`src/rtl/rpn_pkg.sv`:
```
// Shared constants, codes and types of the RPN stack calculator.
package rpn_pkg;

  localparam int STACK_DEPTH = 16;
  localparam int DATA_W      = 32;
  localparam int CMD_W       = 3;
  localparam int DEPTH_W     = 5;
  localparam int STATUS_W    = 2;
  localparam int PTR_W       = $clog2(STACK_DEPTH + 1);
  localparam int ADDR_W      = $clog2(STACK_DEPTH);
  localparam int DIV_STEPS   = DATA_W;
  localparam int STEP_W      = $clog2(DIV_STEPS + 1);
  localparam int IN_W        = ((CMD_W + DATA_W + 7) / 8) * 8;
  localparam int OUT_W       = ((DATA_W + DEPTH_W + STATUS_W + 7) / 8) * 8;

  typedef enum logic [CMD_W-1:0] {
    CMD_PUSH = 3'd0,
    CMD_ADD  = 3'd1,
    CMD_SUB  = 3'd2,
    CMD_MUL  = 3'd3,
    CMD_DIV  = 3'd4,
    CMD_DROP = 3'd5
  } cmd_t;

  typedef enum logic [STATUS_W-1:0] {
    ST_OK      = 2'd0,
    ST_UNDER   = 2'd1,
    ST_OVER    = 2'd2,
    ST_DIVZERO = 2'd3
  } status_t;

  typedef struct packed {
    logic start;
    cmd_t op;
  } alu_req_t;

endpackage

```
`src/rtl/rpn_ram.sv`:
```
// Generic single-write, single-read RAM with registered read data.
module rpn_ram #(
  parameter int WIDTH  = 32,
  parameter int DEPTH  = 16,
  parameter int ADDR_W = $clog2(DEPTH)
) (
  input  logic              clk,
  input  logic              wr_en,
  input  logic [ADDR_W-1:0] wr_addr,
  input  logic [WIDTH-1:0]  wr_data,
  input  logic              rd_en,
  input  logic [ADDR_W-1:0] rd_addr,
  output logic [WIDTH-1:0]  rd_data
);

  logic [WIDTH-1:0] mem [DEPTH];

  always_ff @(posedge clk) begin
    if (wr_en) begin
      mem[wr_addr] <= wr_data;
    end
    if (rd_en) begin
      rd_data <= mem[rd_addr];
    end
  end

endmodule

```
`src/rtl/rpn_alu.sv`:
```
// Shared arithmetic unit: registered add, subtract and multiply, radix-2 signed divide.
module rpn_alu (
  input  logic                     clk,
  input  logic                     rst,
  input  rpn_pkg::alu_req_t        req,
  input  logic [rpn_pkg::DATA_W-1:0] a,
  input  logic [rpn_pkg::DATA_W-1:0] b,
  output logic                     done,
  output logic [rpn_pkg::DATA_W-1:0] result
);

  logic                          busy;
  logic [rpn_pkg::STEP_W-1:0]    count;
  logic [rpn_pkg::DATA_W-1:0]    rem;
  logic [rpn_pkg::DATA_W-1:0]    quot;
  logic [rpn_pkg::DATA_W-1:0]    dvs;
  logic                          negq;
  logic [rpn_pkg::DATA_W:0]      shifted;
  logic [rpn_pkg::DATA_W:0]      diff;
  logic [rpn_pkg::DATA_W-1:0]    mag_a;
  logic [rpn_pkg::DATA_W-1:0]    mag_b;
  logic [2*rpn_pkg::DATA_W-1:0]  product;

  assign mag_a   = a[rpn_pkg::DATA_W-1] ? (~a + 1'b1) : a;
  assign mag_b   = b[rpn_pkg::DATA_W-1] ? (~b + 1'b1) : b;
  assign product = a * b;
  assign shifted = {rem, quot[rpn_pkg::DATA_W-1]};
  assign diff    = shifted - {1'b0, dvs};

  always_ff @(posedge clk) begin
    if (rst) begin
      busy <= 1'b0;
      done <= 1'b0;
    end else begin
      done <= 1'b0;
      if (busy) begin
        if (count == rpn_pkg::STEP_W'(rpn_pkg::DIV_STEPS)) begin
          busy <= 1'b0;
          done <= 1'b1;
        end
      end else if (req.start) begin
        if (req.op == rpn_pkg::CMD_DIV) begin
          busy <= 1'b1;
        end else begin
          done <= 1'b1;
        end
      end
    end
  end

  always_ff @(posedge clk) begin
    if (busy) begin
      if (count == rpn_pkg::STEP_W'(rpn_pkg::DIV_STEPS)) begin
        result <= negq ? (~quot + 1'b1) : quot;
      end else begin
        quot  <= {quot[rpn_pkg::DATA_W-2:0], ~diff[rpn_pkg::DATA_W]};
        rem   <= diff[rpn_pkg::DATA_W] ? shifted[rpn_pkg::DATA_W-1:0]
                                       : diff[rpn_pkg::DATA_W-1:0];
        count <= count + 1'b1;
      end
    end else if (req.start) begin
      case (req.op)
        rpn_pkg::CMD_ADD: result <= a + b;
        rpn_pkg::CMD_SUB: result <= a - b;
        rpn_pkg::CMD_MUL: result <= product[rpn_pkg::DATA_W-1:0];
        default: begin
          rem   <= '0;
          quot  <= mag_a;
          dvs   <= mag_b;
          negq  <= a[rpn_pkg::DATA_W-1] ^ b[rpn_pkg::DATA_W-1];
          count <= '0;
        end
      endcase
    end
  end

endmodule

```
`src/rtl/rpn_stack_calculator_top.sv`:
```
// Top level of the RPN stack calculator: sequencer, top-of-stack register and stack RAM.
//
// Each input item pushes a value, applies add, subtract, multiply or divide to the two
// top entries, or discards the top entry, and yields exactly one result item with the
// new top, the depth and a status; an unused command code leaves the stack unchanged.
// The block handles one item at a time. Divide uses the 32-step radix-2 divider in the
// shared arithmetic unit. The top entry is held in a register and the entries below it
// in a RAM with one read and one write port. A finished result waits in the output
// register while the next item is taken in.
module rpn_stack_calculator_top (
  input  logic                      clk,
  input  logic                      rst,
  input  logic                      s_axis_tvalid,
  output logic                      s_axis_tready,
  // command [2:0], operand [34:3], zero fill above.
  input  logic [rpn_pkg::IN_W-1:0]  s_axis_tdata,
  output logic                      m_axis_tvalid,
  input  logic                      m_axis_tready,
  // top_value [31:0], stack_depth [36:32], status [38:37], zero fill above.
  output logic [rpn_pkg::OUT_W-1:0] m_axis_tdata
);

  typedef enum logic [5:0] {
    S_IDLE   = 6'b000001,
    S_DECODE = 6'b000010,
    S_EXEC   = 6'b000100,
    S_WAIT   = 6'b001000,
    S_LOAD   = 6'b010000,
    S_DONE   = 6'b100000
  } state_t;

  localparam int PAD_W = rpn_pkg::OUT_W - rpn_pkg::DATA_W - rpn_pkg::DEPTH_W
                         - rpn_pkg::STATUS_W;

  state_t                          state;
  state_t                          state_next;
  logic [rpn_pkg::CMD_W-1:0]       cmd;
  logic [rpn_pkg::DATA_W-1:0]      opnd;
  logic [rpn_pkg::DATA_W-1:0]      top;
  logic [rpn_pkg::PTR_W-1:0]       sp;
  rpn_pkg::status_t                status;
  rpn_pkg::alu_req_t               alu_req;
  logic                            alu_done;
  logic [rpn_pkg::DATA_W-1:0]      alu_result;
  logic                            wr_en;
  logic                            rd_en;
  logic [rpn_pkg::PTR_W-1:0]       sp_minus1;
  logic [rpn_pkg::PTR_W-1:0]       sp_minus2;
  logic [rpn_pkg::DATA_W-1:0]      rd_data;
  logic                            full;
  logic                            one_or_less;
  logic                            empty;
  logic [rpn_pkg::DATA_W-1:0]      top_out;

  assign sp_minus1   = sp - rpn_pkg::PTR_W'(1);
  assign sp_minus2   = sp - rpn_pkg::PTR_W'(2);
  assign full        = (sp == rpn_pkg::PTR_W'(rpn_pkg::STACK_DEPTH));
  assign empty       = (sp == '0);
  assign one_or_less = (sp < rpn_pkg::PTR_W'(2));
  assign top_out     = empty ? '0 : top;

  assign s_axis_tready = (state == S_IDLE);

  always_comb begin
    state_next  = state;
    wr_en       = 1'b0;
    rd_en       = 1'b0;
    alu_req     = '{start: 1'b0, op: rpn_pkg::cmd_t'(cmd)};
    unique case (state)
      S_IDLE: begin
        if (s_axis_tvalid) begin
          state_next = S_DECODE;
        end
      end
      S_DECODE: begin
        state_next = S_DONE;
        unique case (cmd) inside
          rpn_pkg::CMD_PUSH: begin
            wr_en = !full && !empty;
          end
          rpn_pkg::CMD_ADD, rpn_pkg::CMD_SUB, rpn_pkg::CMD_MUL, rpn_pkg::CMD_DIV: begin
            if (!one_or_less && !(cmd == rpn_pkg::CMD_DIV && top == '0)) begin
              rd_en      = 1'b1;
              state_next = S_EXEC;
            end
          end
          rpn_pkg::CMD_DROP: begin
            if (!one_or_less) begin
              rd_en      = 1'b1;
              state_next = S_LOAD;
            end
          end
          default: begin
            state_next = S_DONE;
          end
        endcase
      end
      S_EXEC: begin
        alu_req.start = 1'b1;
        state_next    = S_WAIT;
      end
      S_WAIT: begin
        if (alu_done) begin
          state_next = S_DONE;
        end
      end
      S_LOAD: begin
        state_next = S_DONE;
      end
      S_DONE: begin
        if (!m_axis_tvalid || m_axis_tready) begin
          state_next = S_IDLE;
        end
      end
      default: begin
        state_next = S_IDLE;
      end
    endcase
  end

  always_ff @(posedge clk) begin
    if (rst) begin
      state         <= S_IDLE;
      sp            <= '0;
      m_axis_tvalid <= 1'b0;
    end else begin
      state <= state_next;
      if (state == S_DONE && (!m_axis_tvalid || m_axis_tready)) begin
        m_axis_tvalid <= 1'b1;
      end else if (m_axis_tready) begin
        m_axis_tvalid <= 1'b0;
      end
      if (state == S_DECODE) begin
        if (cmd == rpn_pkg::CMD_PUSH && !full) begin
          sp <= sp + rpn_pkg::PTR_W'(1);
        end else if (cmd == rpn_pkg::CMD_DROP && !empty) begin
          sp <= sp_minus1;
        end
      end
      if (state == S_WAIT && alu_done) begin
        sp <= sp_minus1;
      end
    end
  end

  always_ff @(posedge clk) begin
    if (state == S_IDLE && s_axis_tvalid) begin
      cmd  <= s_axis_tdata[rpn_pkg::CMD_W-1:0];
      opnd <= s_axis_tdata[rpn_pkg::CMD_W +: rpn_pkg::DATA_W];
    end
    if (state == S_DECODE) begin
      unique case (cmd) inside
        rpn_pkg::CMD_PUSH: begin
          if (full) begin
            status <= rpn_pkg::ST_OVER;
          end else begin
            status <= rpn_pkg::ST_OK;
            top    <= opnd;
          end
        end
        rpn_pkg::CMD_ADD, rpn_pkg::CMD_SUB, rpn_pkg::CMD_MUL, rpn_pkg::CMD_DIV: begin
          if (one_or_less) begin
            status <= rpn_pkg::ST_UNDER;
          end else if (cmd == rpn_pkg::CMD_DIV && top == '0) begin
            status <= rpn_pkg::ST_DIVZERO;
          end else begin
            status <= rpn_pkg::ST_OK;
          end
        end
        rpn_pkg::CMD_DROP: begin
          if (empty) begin
            status <= rpn_pkg::ST_UNDER;
          end else begin
            status <= rpn_pkg::ST_OK;
          end
        end
        default: begin
          status <= rpn_pkg::ST_OK;
        end
      endcase
    end
    if (state == S_WAIT && alu_done) begin
      top <= alu_result;
    end
    if (state == S_LOAD) begin
      top <= rd_data;
    end
    if (state == S_DONE && (!m_axis_tvalid || m_axis_tready)) begin
      m_axis_tdata <= {{PAD_W{1'b0}}, status, rpn_pkg::DEPTH_W'(sp), top_out};
    end
  end

  rpn_ram #(
    .WIDTH (rpn_pkg::DATA_W),
    .DEPTH (rpn_pkg::STACK_DEPTH),
    .ADDR_W(rpn_pkg::ADDR_W)
  ) u_stack (
    .clk    (clk),
    .wr_en  (wr_en),
    .wr_addr(sp_minus1[rpn_pkg::ADDR_W-1:0]),
    .wr_data(top),
    .rd_en  (rd_en),
    .rd_addr(sp_minus2[rpn_pkg::ADDR_W-1:0]),
    .rd_data(rd_data)
  );

  rpn_alu u_alu (
    .clk   (clk),
    .rst   (rst),
    .req   (alu_req),
    .a     (rd_data),
    .b     (top),
    .done  (alu_done),
    .result(alu_result)
  );

endmodule

```
`config.mk`:
```
export PLATFORM = sky130hd
export DESIGN_NAME = rpn_stack_calculator_top
export DESIGN_NICKNAME = d
export VERILOG_FILES = /design/src/rtl/rpn_pkg.sv /design/src/rtl/rpn_ram.sv /design/src/rtl/rpn_alu.sv /design/src/rtl/rpn_stack_calculator_top.sv
export SDC_FILE = /design/constraint.sdc
export NUM_CORES = 2
export LEC_CHECK = 0
export ABC_CLOCK_PERIOD_IN_PS = 7930
export BUFFER_PORTS_ARGS = -buffer_cell sky130_fd_sc_hd__buf_2
export CAP_MARGIN = 10
export CORE_ASPECT_RATIO = 0.7
export CORE_UTILIZATION = 60
export CTS_BUF_LIST = sky130_fd_sc_hd__clkbuf_8
export DETAILED_ROUTE_END_ITERATION = 8
export GPL_TIMING_DRIVEN = 0
export PLACE_DENSITY = 0.81
export SYNTH_ARGS = -nofsm -noshare
export SYNTH_HDL_FRONTEND = slang
export SYNTH_SLANG_ARGS = --single-unit
```
`constraint.sdc`:
```
create_clock -name clk -period 7.93 [get_ports clk]
set_input_delay 1.9825 -clock clk [delete_from_list [all_inputs] [get_ports clk]]
set_output_delay 1.9825 -clock clk [all_outputs]
set_load 0.02 [all_outputs]
```
==> flow_results.org <==
** Die
- The total area inside the core boundary comes to 86,100 um2.
- From left edge to right edge, the die measures 355 um.
- The die covers 88,200 um2.
- Number of primary I/O pins :: 86
- Vert. Die Dim :: 249 um
- The floorplan has 90 rows.
- For this configuration, the core starts out at a cell density of 0.606.

** GRT
- Entering global routing, the biggest net connects 40 pins.
- Total track usage :: 0.403
- Antenna violations before repair :: 11
- Number of global-route vias before repair :: 36,400
- Global-route wire length before repair :: around 250,000 um
- Global route total overflow :: 0

** Outcome
- The flow ran to the end, but the final reports show violations.
- Failing checks :: negative setup slack

** Clocking
- Inserted Clock Buffers :: between 100 and 150
- Number of sinks on the clock net :: 801
- Clock tree buffer depth :: 3
- Root buffer cell :: clkbuf_8
- Hold repair after CTS inserted 0 buffers.
- Worst-skew pair later-pin latency :: 840 ps
- TritonCTS built the clock tree.
- Clock transition at path regs :: approximately 70 ps
- CTS built an H-tree with a depth of 3.

** Placed design
- Detail Placement HPWL :: 125,000 um
- At the end of routability-driven placement, the weighted congestion stood at 1.04.
- In this run the tool buffered the top-level ports with a little under 80 buffer cells.
- Timing analysis after detailed placement gives a worst setup slack of -2070 ps.
- The placed instances occupy a cell area of 54,700 um2.

** Setup path
- STA classifies the critical path endpoint as a register.
- CP Capture Point :: u_alu.result[30]$_DFFE_PP_
- Max stage delay on crit path :: 670 ps
- Launch point of the worst reg-to-reg path :: u_stack.rd_data[0]$_DFFE_PP_
- Category of the critical setup timing path :: reg -> reg
- Critical Path Start :: u_stack.rd_data[0]$_DFFE_PP_
- Worst Path Arrival :: 8530 ps
- Required time at the worst-slack endpoint :: between 8000 and 9000 ps
- End of the worst register-to-register path :: u_alu.result[30]$_DFFE_PP_
- STA classifies the critical path startpoint as a register.
- For the worst flop-to-flop path, the logic depth is 22.
- Cell seen most often among critical-path stages :: fa_1
- In this run the register-to-register setup slack is -130 ps.
- Along the worst path, the maximum fanout reaches 14.
- Cell with the biggest individual delay on the critical path :: edfxtp_1
- The signal on the critical path passes through clkbuf_2 > and2_1 > fa_1 > fa_1 > inv_1 > fa_1 > inv_1 > ha_1 > fa_1 > fa_1 > fa_1 > fa_1 > ha_4 > and2_4 > o21a_1 > o32a_1 > a221oi_4 > a21oi_2 > or3_1 > o21ai_2 > xor2_4 > a221oi_2.

** Synth
- For this run, the number of Yosys warnings is 0.
- Dividing the synthesized area by the synthesized cell count gives 12.6 um2.
- Among all flip-flop cells after synthesis, the most frequent one is edfxtp_1.
- In the synthesized netlist the async set-or-reset flop fraction comes to 0.
- Counting every net in the synthesized netlist gives 4,791.
- Counting flops with a built-in enable in the synthesized netlist gives approximately 790.
- Number of distinct library cell variants in the gate-level netlist after synthesis :: 84
- Number of standard cells after synthesis :: 4,137
- Synthesis-stage register bit count :: 801
- Netlist area before placement :: 52,200 um2
- Sequential cell area fraction in the yosys report :: 0.458

** Route
- Routed length per instance :: 31.0 um
- The first routing iteration left 6,373 violations.
- Vias/cell :: between 6 and 7
- In this run the remaining antenna-violating nets after routing total 0.
- Number of DRC violations after detailed routing :: 0
- The pre-antenna-repair detailed-routing pass consisted of 7 iterations.
- Via Count :: 38,000
- For this block, the routed nets add up to 178,000 um of wire.

** Power and ir drop
- Reported net switching power :: 2.19 mW
- Clock Power Share :: 0.367
- The share of total power dissipated in sequential elements is 0.535.
- Design internal power :: 6.45 mW
- The worst-case IR drop observed on VDD is 0.158 mV.
- In this run the power density over the cells is 146 nW/um2.
- Switching power as a share of total power :: 0.254
- Fraction of power consumed by combinational cells :: 0.098
- Leakage power figure :: 23.2 nW

** Min path
- The worst hold path belongs to the class reg -> reg.

** STA
- The max-slew violation total from the final report was 0.
- Hold timing on the final database bottoms out at a slack of 464 ps.
- On the final layout, the worst clock skew is 82.8 ps.
- After layout, the minimum clock period comes to 8060 ps.
- Transition time of the tightest slew-check pin :: 1350 ps
- Number of hold violations in the final report :: 0
- Final cycle utilization of the critical path :: 1.02
- Worst slew margin relative to its limit :: 0.0972
- Timing would allow up to 0.124 GHz.
- Setup repair after global routing could not meet its margin everywhere.
- Setup violations remaining at the end of the flow were counted as 1.
- Setup total negative slack :: -128 ps
- Setup ws final :: -128 ps

** Flow run
- Count of max-cap constraint violations :: 0

** Final layout
- For this run, the share of the core covered by cells in the final layout is 0.686.
- Final cell area excluding filler cells :: slightly below 60,000 um2
- Of the cells placed in the final design, the portion with a size suffix greater than 1 is 0.173.
- From synthesis to final layout, the design area changed by 13.1%.
- Final-stage net count :: about 5,200
- The filler cells instantiated in the layout total slightly below 6,000.
what timing repair did:
item | 4_1_cts | 5_1_grt
setup endpoints to repair | 15 | 10
cloned | 0 | 2
setup buffers | 84 | 58
hold endpoints to repair | 0 | 0
pin swaps | 7 | 73
resized for setup | 218 | 181
layer usage:
layer | track usage | share of wire
met1 | 0.569 | 0.37
met2 | 0.519 | 0.39
met3 | 0.224 | 0.20
met4 | 0.139 | 0.044
met5 | 0 | 0.0034
logic make-up after synthesis:
family,synth area share
AND/OR/NAND/NOR,0.108
buffers and inverters,0.0492
AO/OA/AOI/OAI,0.0545
flip-flops,0.458
other,0.0000718
XOR/XNOR,0.0434
adder cells (fa/ha/maj),0.205
multiplexers,0.0815
state kept, by name, indices dropped and copies added, names as in the netlist, 2 cells and up:
name / cells
u_stack.mem: 512
m_axis_tdata: 39
opnd: 32
top: 32
u_alu.dvs: 32
u_alu.quot: 32
u_alu.rem: 32
u_alu.result: 32
u_stack.rd_data: 32
state: 6
u_alu.count: 6
sp: 5
cmd: 3
status: 2
synthesized netlist by cell type, drive strengths merged, types with 10 or more instances:
library cell	instances	share of area
o21ai	115	0.011
xor2	119	0.020
nor4	17	0.0027
or4	10	0.0017
nand2	377	0.027
or3	37	0.0046
clkbuf	201	0.014
a21o	25	0.0036
o41ai	11	0.0023
fa	410	0.16
nor3	30	0.0030
edfxtp	787	0.45
ha	200	0.048
and2	341	0.041
mux4	160	0.069
nand3	23	0.0022
nor2b	16	0.0019
or2	11	0.0014
inv	441	0.032
o21a	21	0.0030
a211oi	21	0.0031
dfxtp	14	0.0054
a31oi	13	0.0016
o31ai	29	0.0044
nor2	188	0.014
nand4	12	0.0014
nand2b	29	0.0036
xnor2	140	0.023
and3	10	0.0012
a21oi	140	0.013
mux2i	64	0.012
buf	31	0.0030
layout make-up:
class,instances,area [um2],share of cell area
Antenna cell,14,35.0,0.000593
Buffer,218,1580,0.0267
Clock buffer,116,1600,0.0270
Clock inverter,81,529,0.00896
Inverter,441,1660,0.0280
Multi-Input combinational cell,2663,26200,0.443
Sequential cell,801,23900,0.405
Tap cell,1150,1440,0.0244
Timing Repair Buffer,258,2150,0.0365
how the worst min path moves through the flow:
stage,cells after the start,to,startpoint
after floorplan,0,m_axis_tdata[37]$_DFFE_PP_,status[0]$_DFFE_PP_
after CTS,0,m_axis_tdata[35]$_DFFE_PP_,sp[3]$_SDFFE_PP0P_
after global routing,0,m_axis_tdata[35]$_DFFE_PP_,sp[3]$_SDFFE_PP0P_
final,0,m_axis_tdata[35]$_DFFE_PP_,sp[3]$_SDFFE_PP0P_
after global placement,0,m_axis_tdata[35]$_DFFE_PP_,sp[3]$_SDFFE_PP0P_
after detailed placement,0,m_axis_tdata[35]$_DFFE_PP_,sp[3]$_SDFFE_PP0P_
metrics by stage:
stage	power [mW]	instances
final	8.64	5742
after global routing	8.84	5730
after CTS	8.53	5668
after detailed placement	5.42	5395
after global placement	5.41	5366
after floorplan	5.17	4137
power groups by stage:
stage | Clock (mW) | Combinational [mW] | Sequential, mW
3_3_place_gp | 0 | 0.695 | 4.72
3_5_place_dp | 0 | 0.704 | 4.72
6_report | 3.17 | 0.845 | 4.62
5_1_grt | 3.34 | 0.878 | 4.62
2_1_floorplan | 0 | 0.457 | 4.71
4_1_cts | 3.16 | 0.745 | 4.62
layout by cell type (no fill, tap or decap), types with 94 or more instances in the layout:
cell      count
a21oi_1     136
and2_1      328
buf_4       142
clkbuf_1     94
clkbuf_8    127
edfxtp_1    787
fa_1        383
ha_1        192
inv_1       464
mux4_2      160
nand2_1     376
nor2_1      171
o21ai_0     106
xnor2_1     140
xor2_1      118
critical path: cells and delay by family (launching register included):
family	cells	cell delay (ps)
AO/OA/AOI/OAI	6	1240
XOR/XNOR	1	290
adder cells (fa/ha/maj)	9	4010
buffers and inverters	3	630
flip-flops	1	670
AND/OR/NAND/NOR	3	830
No activity file was read; power rests on OpenSTA's default activity.
